**config.mk**
```make
export PLATFORM = sky130hd
export DESIGN_NAME = braitenberg_avoid_motor_mix_unit
export DESIGN_NICKNAME = d
export VERILOG_FILES = /design/src/hw/rtl/bam_pkg.sv /design/src/hw/rtl/bam_sensor_lane.sv /design/src/hw/rtl/bam_reflex_merge.sv /design/src/hw/rtl/bam_wheel_scale.sv /design/src/hw/rtl/braitenberg_avoid_motor_mix_unit.sv
export SDC_FILE = /design/constraint.sdc
export NUM_CORES = 2
export LEC_CHECK = 0
export BUFFER_PORTS_ARGS = -buffer_cell sky130_fd_sc_hd__buf_2
export CAP_MARGIN = 20
export CORE_MARGIN = 2
export CORE_UTILIZATION = 44
export CTS_CLUSTER_SIZE = 16
export DETAILED_ROUTE_END_ITERATION = 6
export PLACE_DENSITY = 0.67
export SLEW_MARGIN = 40
export SYNTH_ARGS = -nofsm -noshare
export SYNTH_HDL_FRONTEND = slang
export SYNTH_SLANG_ARGS = --single-unit
export TNS_END_PERCENT = 50
```
**constraint.sdc**
```tcl
create_clock -name clk -period 22.9 [get_ports clk]
set_clock_uncertainty 0.05 [all_clocks]
set_input_delay 5.725 -clock clk [delete_from_list [all_inputs] [get_ports clk]]
set_output_delay 5.725 -clock clk [all_outputs]
set_load 0.02 [all_outputs]
```
**src/hw/rtl/bam_pkg.sv**
```systemverilog
// Shared constants, types and weight tables for the Braitenberg avoid motor mixer.
// Used by every module in hw/rtl; depends on nothing else.

package bam_pkg;

  localparam int SENSOR_COUNT = 8;          // readings that contribute to the reflex
  localparam int PROX_FIELDS  = 8;          // reading fields carried in every item
  localparam int PROX_W       = 12;
  localparam int WEIGHT_W     = 4;
  localparam int TERM_W       = 16;         // reading times a weight of at most five
  localparam int SUM_W        = 18;
  localparam int REFL_W       = 15;
  localparam int MIX_W        = 18;
  localparam int SPEED_W      = 16;
  localparam int LIM_W        = 15;
  localparam int BIAS_W       = 12;
  localparam int HOLD_W       = 16;
  localparam int THR_W        = 16;
  localparam int MODE_W       = 2;
  localparam int CFG_DATA_W   = 16;
  localparam int CFG_INDEX_W  = 3;
  localparam int DEN_W        = 17;
  localparam int PROD_W       = 33;
  localparam int QUO_W        = 16;
  localparam int STEP_W       = 4;

  localparam int GROUP_LEFT_LSB  = PROX_FIELDS * PROX_W;
  localparam int GROUP_RIGHT_LSB = GROUP_LEFT_LSB + SPEED_W;
  localparam int IN_DATA_W       = GROUP_RIGHT_LSB + SPEED_W;
  localparam int OUT_DATA_W      = 2 * SPEED_W;

  // ceil(2^20 / 5): exact quotient by five for magnitudes below 2^18
  localparam int RECIP_W     = 18;
  localparam int RECIP_SHIFT = 20;
  localparam logic [RECIP_W-1:0] RECIP5 = 18'd209716;

  // weights in tenths, sensor 0 first
  localparam logic signed [WEIGHT_W-1:0] WEIGHT_LEFT [PROX_FIELDS] =
    '{4'sd5, 4'sd4, 4'sd3, 4'sd1, -4'sd1, -4'sd3, -4'sd4, -4'sd5};
  localparam logic signed [WEIGHT_W-1:0] WEIGHT_RIGHT [PROX_FIELDS] =
    '{-4'sd5, -4'sd4, -4'sd3, -4'sd1, 4'sd1, 4'sd3, 4'sd4, 4'sd5};

  localparam logic [LIM_W-1:0]  SPEED_LIMIT_RST = 15'd1000;
  localparam logic [BIAS_W-1:0] FWD_BIAS_RST    = 12'd200;
  localparam logic [HOLD_W-1:0] HOLD_TICKS_RST  = 16'd16;
  localparam logic [THR_W-1:0]  THRESHOLD_RST   = 16'd350;
  localparam logic [MODE_W-1:0] MODE_FLOCK      = 2'd1;
  localparam logic [MODE_W-1:0] MODE_PASS       = 2'd2;

  typedef enum logic [CFG_INDEX_W-1:0] {
    REG_SPEED_LIMIT = 3'd0,
    REG_FWD_BIAS    = 3'd1,
    REG_HOLD_TICKS  = 3'd2,
    REG_THRESHOLD   = 3'd3,
    REG_TASK_MODE   = 3'd4
  } cfg_index_t;

  typedef enum logic [2:0] {
    ST_IDLE,
    ST_SUM,
    ST_REFLEX,
    ST_MIX,
    ST_MULT,
    ST_DIV,
    ST_FIN
  } state_t;

  typedef struct packed {
    logic load;   // form product and divisor
    logic step;   // one quotient bit
  } wheel_ctrl_t;

endpackage

```
**src/hw/rtl/bam_sensor_lane.sv**
```systemverilog
// One sensor lane: weighted left and right terms of a single proximity reading.
// Depends on bam_pkg.

module bam_sensor_lane (
  input  logic                                 clk,
  input  logic                                 en,
  input  logic [bam_pkg::PROX_W-1:0]           prox,
  input  logic signed [bam_pkg::WEIGHT_W-1:0]  weight_left,
  input  logic signed [bam_pkg::WEIGHT_W-1:0]  weight_right,
  output logic signed [bam_pkg::TERM_W-1:0]    term_left,
  output logic signed [bam_pkg::TERM_W-1:0]    term_right
);
  import bam_pkg::*;

  logic signed [PROX_W:0]          prox_s;
  logic signed [PROX_W+WEIGHT_W:0] prod_left;
  logic signed [PROX_W+WEIGHT_W:0] prod_right;

  assign prox_s     = $signed({1'b0, prox});
  assign prod_left  = prox_s * weight_left;
  assign prod_right = prox_s * weight_right;

  always_ff @(posedge clk) begin
    if (en) begin
      term_left  <= $signed(prod_left[TERM_W-1:0]);
      term_right <= $signed(prod_right[TERM_W-1:0]);
    end
  end

endmodule

```
**src/hw/rtl/bam_reflex_merge.sv**
```systemverilog
// Merging stage: sums the lane terms per wheel, then forms the reflex -sum/5.
// Depends on bam_pkg.

module bam_reflex_merge (
  input  logic                               clk,
  input  logic                               sum_en,
  input  logic                               div_en,
  input  logic signed [bam_pkg::TERM_W-1:0]  terms_left  [bam_pkg::SENSOR_COUNT],
  input  logic signed [bam_pkg::TERM_W-1:0]  terms_right [bam_pkg::SENSOR_COUNT],
  output logic signed [bam_pkg::REFL_W-1:0]  refl_left,
  output logic signed [bam_pkg::REFL_W-1:0]  refl_right
);
  import bam_pkg::*;

  logic signed [SUM_W-1:0] sum_left;
  logic signed [SUM_W-1:0] sum_right;
  logic signed [SUM_W-1:0] sum_left_next;
  logic signed [SUM_W-1:0] sum_right_next;

  // truncate toward zero, sign flipped
  function automatic logic signed [REFL_W-1:0] reflex_of(input logic signed [SUM_W-1:0] s);
    logic [SUM_W-1:0]         mag;
    logic [SUM_W+RECIP_W-1:0] prod;
    logic [REFL_W-1:0]        q;
    mag  = s[SUM_W-1] ? SUM_W'(-s) : SUM_W'(s);
    prod = mag * RECIP5;
    q    = prod[RECIP_SHIFT +: REFL_W];
    reflex_of = s[SUM_W-1] ? $signed(q) : -$signed(q);
  endfunction

  always_comb begin
    sum_left_next  = '0;
    sum_right_next = '0;
    for (int i = 0; i < SENSOR_COUNT; i++) begin
      sum_left_next  = sum_left_next + SUM_W'(terms_left[i]);
      sum_right_next = sum_right_next + SUM_W'(terms_right[i]);
    end
  end

  always_ff @(posedge clk) begin
    if (sum_en) begin
      sum_left  <= sum_left_next;
      sum_right <= sum_right_next;
    end
    if (div_en) begin
      refl_left  <= reflex_of(sum_left);
      refl_right <= reflex_of(sum_right);
    end
  end

endmodule

```
**src/hw/rtl/bam_wheel_scale.sv**
```systemverilog
// One wheel: proportional rescale by a bit-serial restoring divider if peak > limit, then clamp.
// Depends on bam_pkg.

module bam_wheel_scale (
  input  logic                               clk,
  input  bam_pkg::wheel_ctrl_t               ctrl,
  input  logic signed [bam_pkg::MIX_W-1:0]   x,
  input  logic signed [bam_pkg::MIX_W-1:0]   peak,
  input  logic [bam_pkg::LIM_W-1:0]          lim,
  output logic signed [bam_pkg::SPEED_W-1:0] speed
);
  import bam_pkg::*;

  logic signed [MIX_W:0]        lim_s;
  logic signed [MIX_W:0]        shifted;
  logic signed [MIX_W:0]        den_full;
  logic [DEN_W-1:0]             mag;
  logic [SPEED_W-1:0]           two_lim;
  logic [PROD_W-1:0]            prod_next;
  logic [PROD_W-1:0]            rem;
  logic [DEN_W+QUO_W-2:0]       dsh;
  logic [QUO_W-1:0]             quo;
  logic                         neg;
  logic                         scale;
  logic signed [MIX_W:0]        quo_s;
  logic signed [MIX_W:0]        floor_q;
  logic signed [MIX_W:0]        scaled;
  logic signed [MIX_W:0]        pick;
  logic signed [MIX_W:0]        clamped;
  logic                         fits;

  assign lim_s     = $signed({{(MIX_W+1-LIM_W){1'b0}}, lim});
  assign shifted   = (MIX_W+1)'(x) + lim_s;
  assign den_full  = (MIX_W+1)'(peak) + lim_s;
  assign mag       = shifted[MIX_W] ? DEN_W'(-shifted) : DEN_W'(shifted);
  assign two_lim   = {lim, 1'b0};
  assign prod_next = mag * two_lim;
  assign fits      = rem >= PROD_W'(dsh);

  always_ff @(posedge clk) begin
    if (ctrl.load) begin
      rem   <= prod_next;
      dsh   <= {den_full[DEN_W-1:0], {(QUO_W-1){1'b0}}};
      quo   <= '0;
      neg   <= shifted[MIX_W];
      scale <= peak > lim_s;
    end else if (ctrl.step) begin
      if (fits) begin
        rem <= rem - PROD_W'(dsh);
      end
      quo <= {quo[QUO_W-2:0], fits};
      dsh <= dsh >> 1;
    end
  end

  // floor of a negative quotient rounds the magnitude up
  always_comb begin
    quo_s   = $signed({{(MIX_W+1-QUO_W){1'b0}}, quo});
    floor_q = neg ? -(quo_s + $signed({{MIX_W{1'b0}}, rem != '0})) : quo_s;
    scaled  = floor_q - lim_s;
    pick    = scale ? scaled : (MIX_W+1)'(x);
    if (pick > lim_s) begin
      clamped = lim_s;
    end else if (pick < -lim_s) begin
      clamped = -lim_s;
    end else begin
      clamped = pick;
    end
    speed = $signed(clamped[SPEED_W-1:0]);
  end

endmodule

```
**src/hw/rtl/braitenberg_avoid_motor_mix_unit.sv**
```systemverilog
// Braitenberg avoid motor mixer: one item per control tick, one result item per input item.
// Depends on bam_pkg, bam_sensor_lane, bam_reflex_merge and bam_wheel_scale.
//
// An item passes through the sensor lanes, the merge stage, the mix and hold update and the wheel
// dividers; the result is registered at the output once that register is free, and the next
// item is accepted only after that. Eight sensor lanes register the weighted terms, the merge
// stage registers the sums and then the division by five, the mix and hold update follows, and
// the two wheel dividers run side by side and retire one quotient bit a cycle. A finished result
// waits in the output register without holding up acceptance of the next item. Configuration
// writes take effect at once and are meant for when the block is idle.

module braitenberg_avoid_motor_mix_unit (
  input  logic                                clk,
  input  logic                                rst,
  input  logic                                s_tvalid,
  output logic                                s_tready,
  // prox_0 .. prox_7 (12 bits each), group_left, group_right
  input  logic [bam_pkg::IN_DATA_W-1:0]       s_tdata,
  output logic                                m_tvalid,
  input  logic                                m_tready,
  // left_speed, right_speed
  output logic [bam_pkg::OUT_DATA_W-1:0]      m_tdata,
  // avoiding
  output logic                                m_tuser,
  input  logic                                cfg_we,
  input  logic [bam_pkg::CFG_INDEX_W-1:0]     cfg_index,
  input  logic [bam_pkg::CFG_DATA_W-1:0]      cfg_data
);
  import bam_pkg::*;

  state_t state, state_next;

  logic [LIM_W-1:0]  speed_limit;
  logic [BIAS_W-1:0] fwd_bias;
  logic [HOLD_W-1:0] avoid_hold_ticks;
  logic [THR_W-1:0]  avoid_threshold;
  logic [MODE_W-1:0] task_mode;

  logic [HOLD_W-1:0] hold_remaining;
  logic [HOLD_W-1:0] hold_remaining_next;
  logic [STEP_W-1:0] step_cnt;

  logic signed [SPEED_W-1:0] group_left;
  logic signed [SPEED_W-1:0] group_right;

  logic signed [TERM_W-1:0] term_left  [SENSOR_COUNT];
  logic signed [TERM_W-1:0] term_right [SENSOR_COUNT];
  logic signed [REFL_W-1:0] refl_left;
  logic signed [REFL_W-1:0] refl_right;

  logic signed [MIX_W-1:0] mix_left, mix_left_next;
  logic signed [MIX_W-1:0] mix_right, mix_right_next;
  logic signed [MIX_W-1:0] peak;
  logic                    avoid_q, avoid_next;

  logic [REFL_W-2:0] abs_left;
  logic [REFL_W-2:0] abs_right;
  logic [REFL_W-1:0] abs_sum;
  logic              trigger;

  logic signed [SPEED_W-1:0] speed_left;
  logic signed [SPEED_W-1:0] speed_right;

  logic        accept;
  logic        sum_en;
  logic        refl_en;
  logic        mix_en;
  logic        fin_load;
  logic        out_free;
  wheel_ctrl_t wheel_ctrl;

  assign out_free = !m_tvalid || m_tready;

  // ---------------------------------------------------------------- sequencer
  always_comb begin
    state_next = state;
    unique case (state)
      ST_IDLE:   if (s_tvalid) state_next = ST_SUM;
      ST_SUM:    state_next = ST_REFLEX;
      ST_REFLEX: state_next = ST_MIX;
      ST_MIX:    state_next = ST_MULT;
      ST_MULT:   state_next = ST_DIV;
      ST_DIV:    if (step_cnt == '0) state_next = ST_FIN;
      ST_FIN:    if (out_free) state_next = ST_IDLE;
      default:   state_next = ST_IDLE;
    endcase
  end

  always_comb begin
    s_tready        = 1'b0;
    sum_en          = 1'b0;
    refl_en         = 1'b0;
    mix_en          = 1'b0;
    wheel_ctrl.load = 1'b0;
    wheel_ctrl.step = 1'b0;
    fin_load        = 1'b0;
    unique case (state)
      ST_IDLE:   s_tready = 1'b1;
      ST_SUM:    sum_en = 1'b1;
      ST_REFLEX: refl_en = 1'b1;
      ST_MIX:    mix_en = 1'b1;
      ST_MULT:   wheel_ctrl.load = 1'b1;
      ST_DIV:    wheel_ctrl.step = 1'b1;
      ST_FIN:    fin_load = out_free;
      default:   s_tready = 1'b0;
    endcase
  end

  assign accept = s_tvalid && s_tready;

  always_ff @(posedge clk) begin
    if (rst) begin
      state    <= ST_IDLE;
      step_cnt <= '0;
    end else begin
      state <= state_next;
      if (wheel_ctrl.load) begin
        step_cnt <= STEP_W'(QUO_W - 1);
      end else if (wheel_ctrl.step) begin
        step_cnt <= step_cnt - 1'b1;
      end
    end
  end

  // ---------------------------------------------------------------- configuration
  always_ff @(posedge clk) begin
    if (rst) begin
      speed_limit      <= SPEED_LIMIT_RST;
      fwd_bias         <= FWD_BIAS_RST;
      avoid_hold_ticks <= HOLD_TICKS_RST;
      avoid_threshold  <= THRESHOLD_RST;
      task_mode        <= MODE_FLOCK;
    end else if (cfg_we) begin
      unique case (cfg_index)
        REG_SPEED_LIMIT: speed_limit      <= cfg_data[LIM_W-1:0];
        REG_FWD_BIAS:    fwd_bias         <= cfg_data[BIAS_W-1:0];
        REG_HOLD_TICKS:  avoid_hold_ticks <= cfg_data[HOLD_W-1:0];
        REG_THRESHOLD:   avoid_threshold  <= cfg_data[THR_W-1:0];
        REG_TASK_MODE:   task_mode        <= cfg_data[MODE_W-1:0];
        default: ;
      endcase
    end
  end

  // ---------------------------------------------------------------- sensor lanes
  for (genvar i = 0; i < SENSOR_COUNT; i++) begin : g_lane
    bam_sensor_lane u_lane (
      .clk          (clk),
      .en           (accept),
      .prox         (s_tdata[i*PROX_W +: PROX_W]),
      .weight_left  (WEIGHT_LEFT[i]),
      .weight_right (WEIGHT_RIGHT[i]),
      .term_left    (term_left[i]),
      .term_right   (term_right[i])
    );
  end

  always_ff @(posedge clk) begin
    if (accept) begin
      group_left  <= $signed(s_tdata[GROUP_LEFT_LSB +: SPEED_W]);
      group_right <= $signed(s_tdata[GROUP_RIGHT_LSB +: SPEED_W]);
    end
  end

  bam_reflex_merge u_merge (
    .clk         (clk),
    .sum_en      (sum_en),
    .div_en      (refl_en),
    .terms_left  (term_left),
    .terms_right (term_right),
    .refl_left   (refl_left),
    .refl_right  (refl_right)
  );

  // ---------------------------------------------------------------- avoid decision and mix
  always_comb begin
    abs_left  = refl_left[REFL_W-1] ? (REFL_W-1)'(-refl_left) : refl_left[REFL_W-2:0];
    abs_right = refl_right[REFL_W-1] ? (REFL_W-1)'(-refl_right) : refl_right[REFL_W-2:0];
    abs_sum   = REFL_W'(abs_left) + REFL_W'(abs_right);
    trigger   = THR_W'(abs_sum) > avoid_threshold;

    hold_remaining_next = hold_remaining;
    avoid_next          = 1'b0;
    if (hold_remaining != '0) begin
      avoid_next          = 1'b1;
      hold_remaining_next = hold_remaining - 1'b1;
    end else if (trigger) begin
      avoid_next          = 1'b1;
      hold_remaining_next = (avoid_hold_ticks != '0) ? avoid_hold_ticks - 1'b1 : '0;
    end

    if (avoid_next) begin
      mix_left_next  = MIX_W'(refl_left) + $signed(MIX_W'(fwd_bias));
      mix_right_next = MIX_W'(refl_right) + $signed(MIX_W'(fwd_bias));
    end else if (task_mode == MODE_PASS) begin
      mix_left_next  = MIX_W'(group_left);
      mix_right_next = MIX_W'(group_right);
    end else begin
      mix_left_next  = MIX_W'(group_left) + MIX_W'(refl_left)
                       + $signed(MIX_W'(fwd_bias[BIAS_W-1:2]));
      mix_right_next = MIX_W'(group_right) + MIX_W'(refl_right)
                       + $signed(MIX_W'(fwd_bias[BIAS_W-1:2]));
    end
  end

  always_ff @(posedge clk) begin
    if (rst) begin
      hold_remaining <= '0;
    end else if (mix_en) begin
      hold_remaining <= hold_remaining_next;
    end
  end

  always_ff @(posedge clk) begin
    if (mix_en) begin
      mix_left  <= mix_left_next;
      mix_right <= mix_right_next;
      avoid_q   <= avoid_next;
    end
  end

  assign peak = (mix_left > mix_right) ? mix_left : mix_right;

  // ---------------------------------------------------------------- wheel units
  bam_wheel_scale u_wheel_left (
    .clk   (clk),
    .ctrl  (wheel_ctrl),
    .x     (mix_left),
    .peak  (peak),
    .lim   (speed_limit),
    .speed (speed_left)
  );

  bam_wheel_scale u_wheel_right (
    .clk   (clk),
    .ctrl  (wheel_ctrl),
    .x     (mix_right),
    .peak  (peak),
    .lim   (speed_limit),
    .speed (speed_right)
  );

  // ---------------------------------------------------------------- output register
  always_ff @(posedge clk) begin
    if (rst) begin
      m_tvalid <= 1'b0;
    end else if (fin_load) begin
      m_tvalid <= 1'b1;
    end else if (m_tready) begin
      m_tvalid <= 1'b0;
    end
  end

  always_ff @(posedge clk) begin
    if (fin_load) begin
      m_tdata <= {speed_right, speed_left};
      m_tuser <= avoid_q;
    end
  end

  // ---------------------------------------------------------------- checks
  a_hold_counts_down: assert property (@(posedge clk) disable iff (rst)
    (state == ST_MIX && hold_remaining != '0)
      |=> (avoid_q && hold_remaining == $past(hold_remaining) - 1'b1))
    else $error("running hold did not force avoidance and count down");

  a_divider_length: assert property (@(posedge clk) disable iff (rst)
    (state == ST_DIV && step_cnt == '0) |=> state == ST_FIN)
    else $error("divider did not finish after its last quotient bit");

  a_result_flag: assert property (@(posedge clk) disable iff (rst)
    fin_load |=> (m_tvalid && m_tuser == $past(avoid_q)))
    else $error("result item lost its avoid flag");

endmodule
```
==> flow_summary.json <==
{
  "outcome": "complete, but fails checks",
  "violations": "design-rule violations",
  "use_met3_pct": 3.33,
  "synth_edf_count": 474,
  "dieArea_um2": 180000,
  "nFillCells": 16460,
  "dp_cells": 10717,
  "synthCells": 8343,
  "fin_nets": 10478,
  "grt.busiest_layer": "met2",
  "routed_wl_mm": 222,
  "syn_to_final_growth_pct": 8.23,
  "async_flop_share_pct": 0,
  "crit_arrival_ns": 11.52,
  "seqCellArea_um2": 16900,
  "dieHeight_um": 424,
  "drt-wirelength-per-cell_um": 20.4,
  "multi_input_area_um2": 54900,
  "max_cap_violations": 0,
  "fin_crit_ns": 11.12,
  "post_drt_via_cell_ratio": 5.52,
  "clkTransAtPathRegs_ns": 0.07,
  "tritoncts": "built",
  "tightest_slew_ns": 0.886,
  "yosysSeqAreaShare_pct": 21.8,
  "hold_violations": 0,
  "cts-root-buf": "clkbuf_16",
  "dr.pass1.iters": 7,
  "clk_latency_ns": 0.73,
  "avgSynthCellArea_um2": 9.31,
  "startpoint_type": "flip-flop",
  "numPortBuffers": 186,
  "worstPathRequired_ns": 23.30,
  "cts_max_level": 3,
  "syn_nets": 10367,
  "cts_setup_buffers": 0,
  "finalSetupViolations": 0,
  "drc": 1,
  "synth_cell_type_count": 97,
  "slowest_stage": "xnor2_1",
  "globalRouteMet1Util_pct": 30.2,
  "synth_ff_type": "edfxtp_1",
  "layout_common_cells": "1361 x inv_1, 1081 x ha_1, 791 x fa_1",
  "drv_slew": 0,
  "end_kind": "flip-flop",
  "cts_max_path_buffers": 3,
  "layout_commonest_cell": "inv_1",
  "vias": 59940,
  "yosys_warnings": 0,
  "met2_usage_pct": 41.8,
  "netlist_area_um2": 77700,
  "rsz0062_at_grt": "no",
  "io-pin-count": 187,
  "grt_max_degree": 86,
  "fmax_mhz": 89.9,
  "grt_pass1_vias": 60860,
  "finalCritPeriodShare_pct": 48.6,
  "holdBufCountCts": 0,
  "rows": 154,
  "critPathKind": "flip-flop to flip-flop",
  "drtIter0Drc": 4644,
  "grt_first_pass_wirelength_mm": 344,
  "crit_fanout": 28,
  "cts_buffers": 75,
  "place_congestion": 0.964,
  "grt_usage_pct": 24.5,
  "maxSlewHeadroom_pct": 40.5,
  "core_region_area_um2": 176000,
  "cp_slowest_stage_delay_ns": 0.76,
  "ctsResizeCount": 0,
  "timing.hold.ws_ns": 0.408,
  "drtAntennaViolNets": 0,
  "grt-ovfl-total": 0,
  "synth-seq-cells": 608,
  "die_x_um": 424,
  "start_util_pct": 44.2,
  "final_cells": 10858,
  "antenna_found_initial": 9,
  "dp.final_hpwl_mm": 176,
  "finalSetupTns_ns": 0,
  "r2r_slack_ns": 11.78,
  "drive_gt1_share_pct": 6.12,
  "cts_sinks": 608,
  "min_path_type": "flip-flop to flip-flop",
  "final_core_util_pct": 47.8
}
-- sequential cells by signal, summed over array words and instances (netlist names), 18 cells and up --
signal	count
g_lane.u_lane.term_right	112
g_lane.u_lane.term_left	110
u_wheel_left.rem	33
u_wheel_right.rem	33
m_tdata	32
u_wheel_left.dsh	32
mix_left	18
mix_right	18
u_merge.sum_left	18
u_merge.sum_right	18
-- synth_stat cells (15+ instances only) --
library cell	n	area [µm²]
nand4_1	45	282
o31ai_1	39	293
mux2i_1	31	310
a211oi_1	50	375
o41ai_1	20	175
xor2_1	168	1470
xnor2_1	431	3770
nand3b_1	25	188
edfxtp_1	474	14200
nand2_1	716	2690
o21a_1	48	360
mux2_2	22	248
nor2_1	503	1890
fa_1	791	15800
a21boi_0	43	323
inv_1	1364	5120
clkbuf_1	206	773
nor4_1	46	288
nand2b_1	91	569
o221ai_1	16	140
a21o_1	171	1280
and3_1	33	206
a21oi_1	400	2000
ha_1	1081	13500
a31oi_1	29	181
o21ai_0	376	1880
or2_2	21	131
nand3_1	143	716
a211o_1	23	201
or4_1	25	188
dfxtp_1	134	2680
o211ai_1	28	210
o21bai_1	78	586
or3_1	58	363
nor2b_1	70	438
and4_1	18	158
and2_1	150	938
o22ai_1	60	375
buf_2	15	75.1
nor3_1	110	551
-- stage by stage --
stage                     instance area, µm²  worst slack [ns]
after floorplan                        77700             10.74
after CTS                              84000             11.73
after global routing                   84100             11.02
after detailed placement               81400             11.77
final                                  84100             11.78
after global placement                 81300             11.77
-- cell type report --
| class | instances | area share (%) |
|---|---|---|
| multi-input cells | 6125 | 65.3 |
| flip-flops and latches | 608 | 20.1 |
| inverters | 1372 | 6.13 |
| well taps | 2340 | 3.48 |
| clock buffers | 89 | 2.38 |
| diodes | 1 | 0.00298 |
| clock inverters | 51 | 0.635 |
| repair buffers | 272 | 1.90 |
-- kinds of logic after synthesis --
group | count (synthesis) | share of synthesized area (%)
AO/OA/AOI/OAI | 1517 | 12.4
XOR/XNOR | 599 | 6.75
adder cells (fa/ha/maj) | 1872 | 37.8
buffers and inverters | 1610 | 7.84
flip-flops | 608 | 21.8
multiplexers | 53 | 0.718
AND/OR/NAND/NOR | 2084 | 12.7
-- routing by layer --
layer | part of all wire (%) | up-vias
li1 | - | 28193
met1 | 40 | 29240
met2 | 48 | 1954
met3 | 5.8 | 547
met4 | 6.2 | 6
met5 | 0.019 | -
-- final timing paths --
kind | endpoint | startpoint | cells after the start
worst min-delay path | speed_limit[11] | speed_limit[11] | 2
worst min register to register | speed_limit[11] | speed_limit[11] | 2
worst max-delay path | u_wheel_right.rem[32] | speed_limit[8] | 33
worst max register to register | u_wheel_right.rem[32] | speed_limit[8] | 33
-- worst max-delay path, delay by kind of cell, from the launching register on --
kind | cells | cell delay [ns]
buffers and inverters | 5 | 0.90
AO/OA/AOI/OAI | 15 | 4.50
AND/OR/NAND/NOR | 3 | 0.59
adder cells (fa/ha/maj) | 8 | 3.32
XOR/XNOR | 2 | 0.91
flip-flops | 1 | 0.55
Power is not shown: default switching activity piles up to over one toggle a cycle in this logic, so the estimate is an artifact.
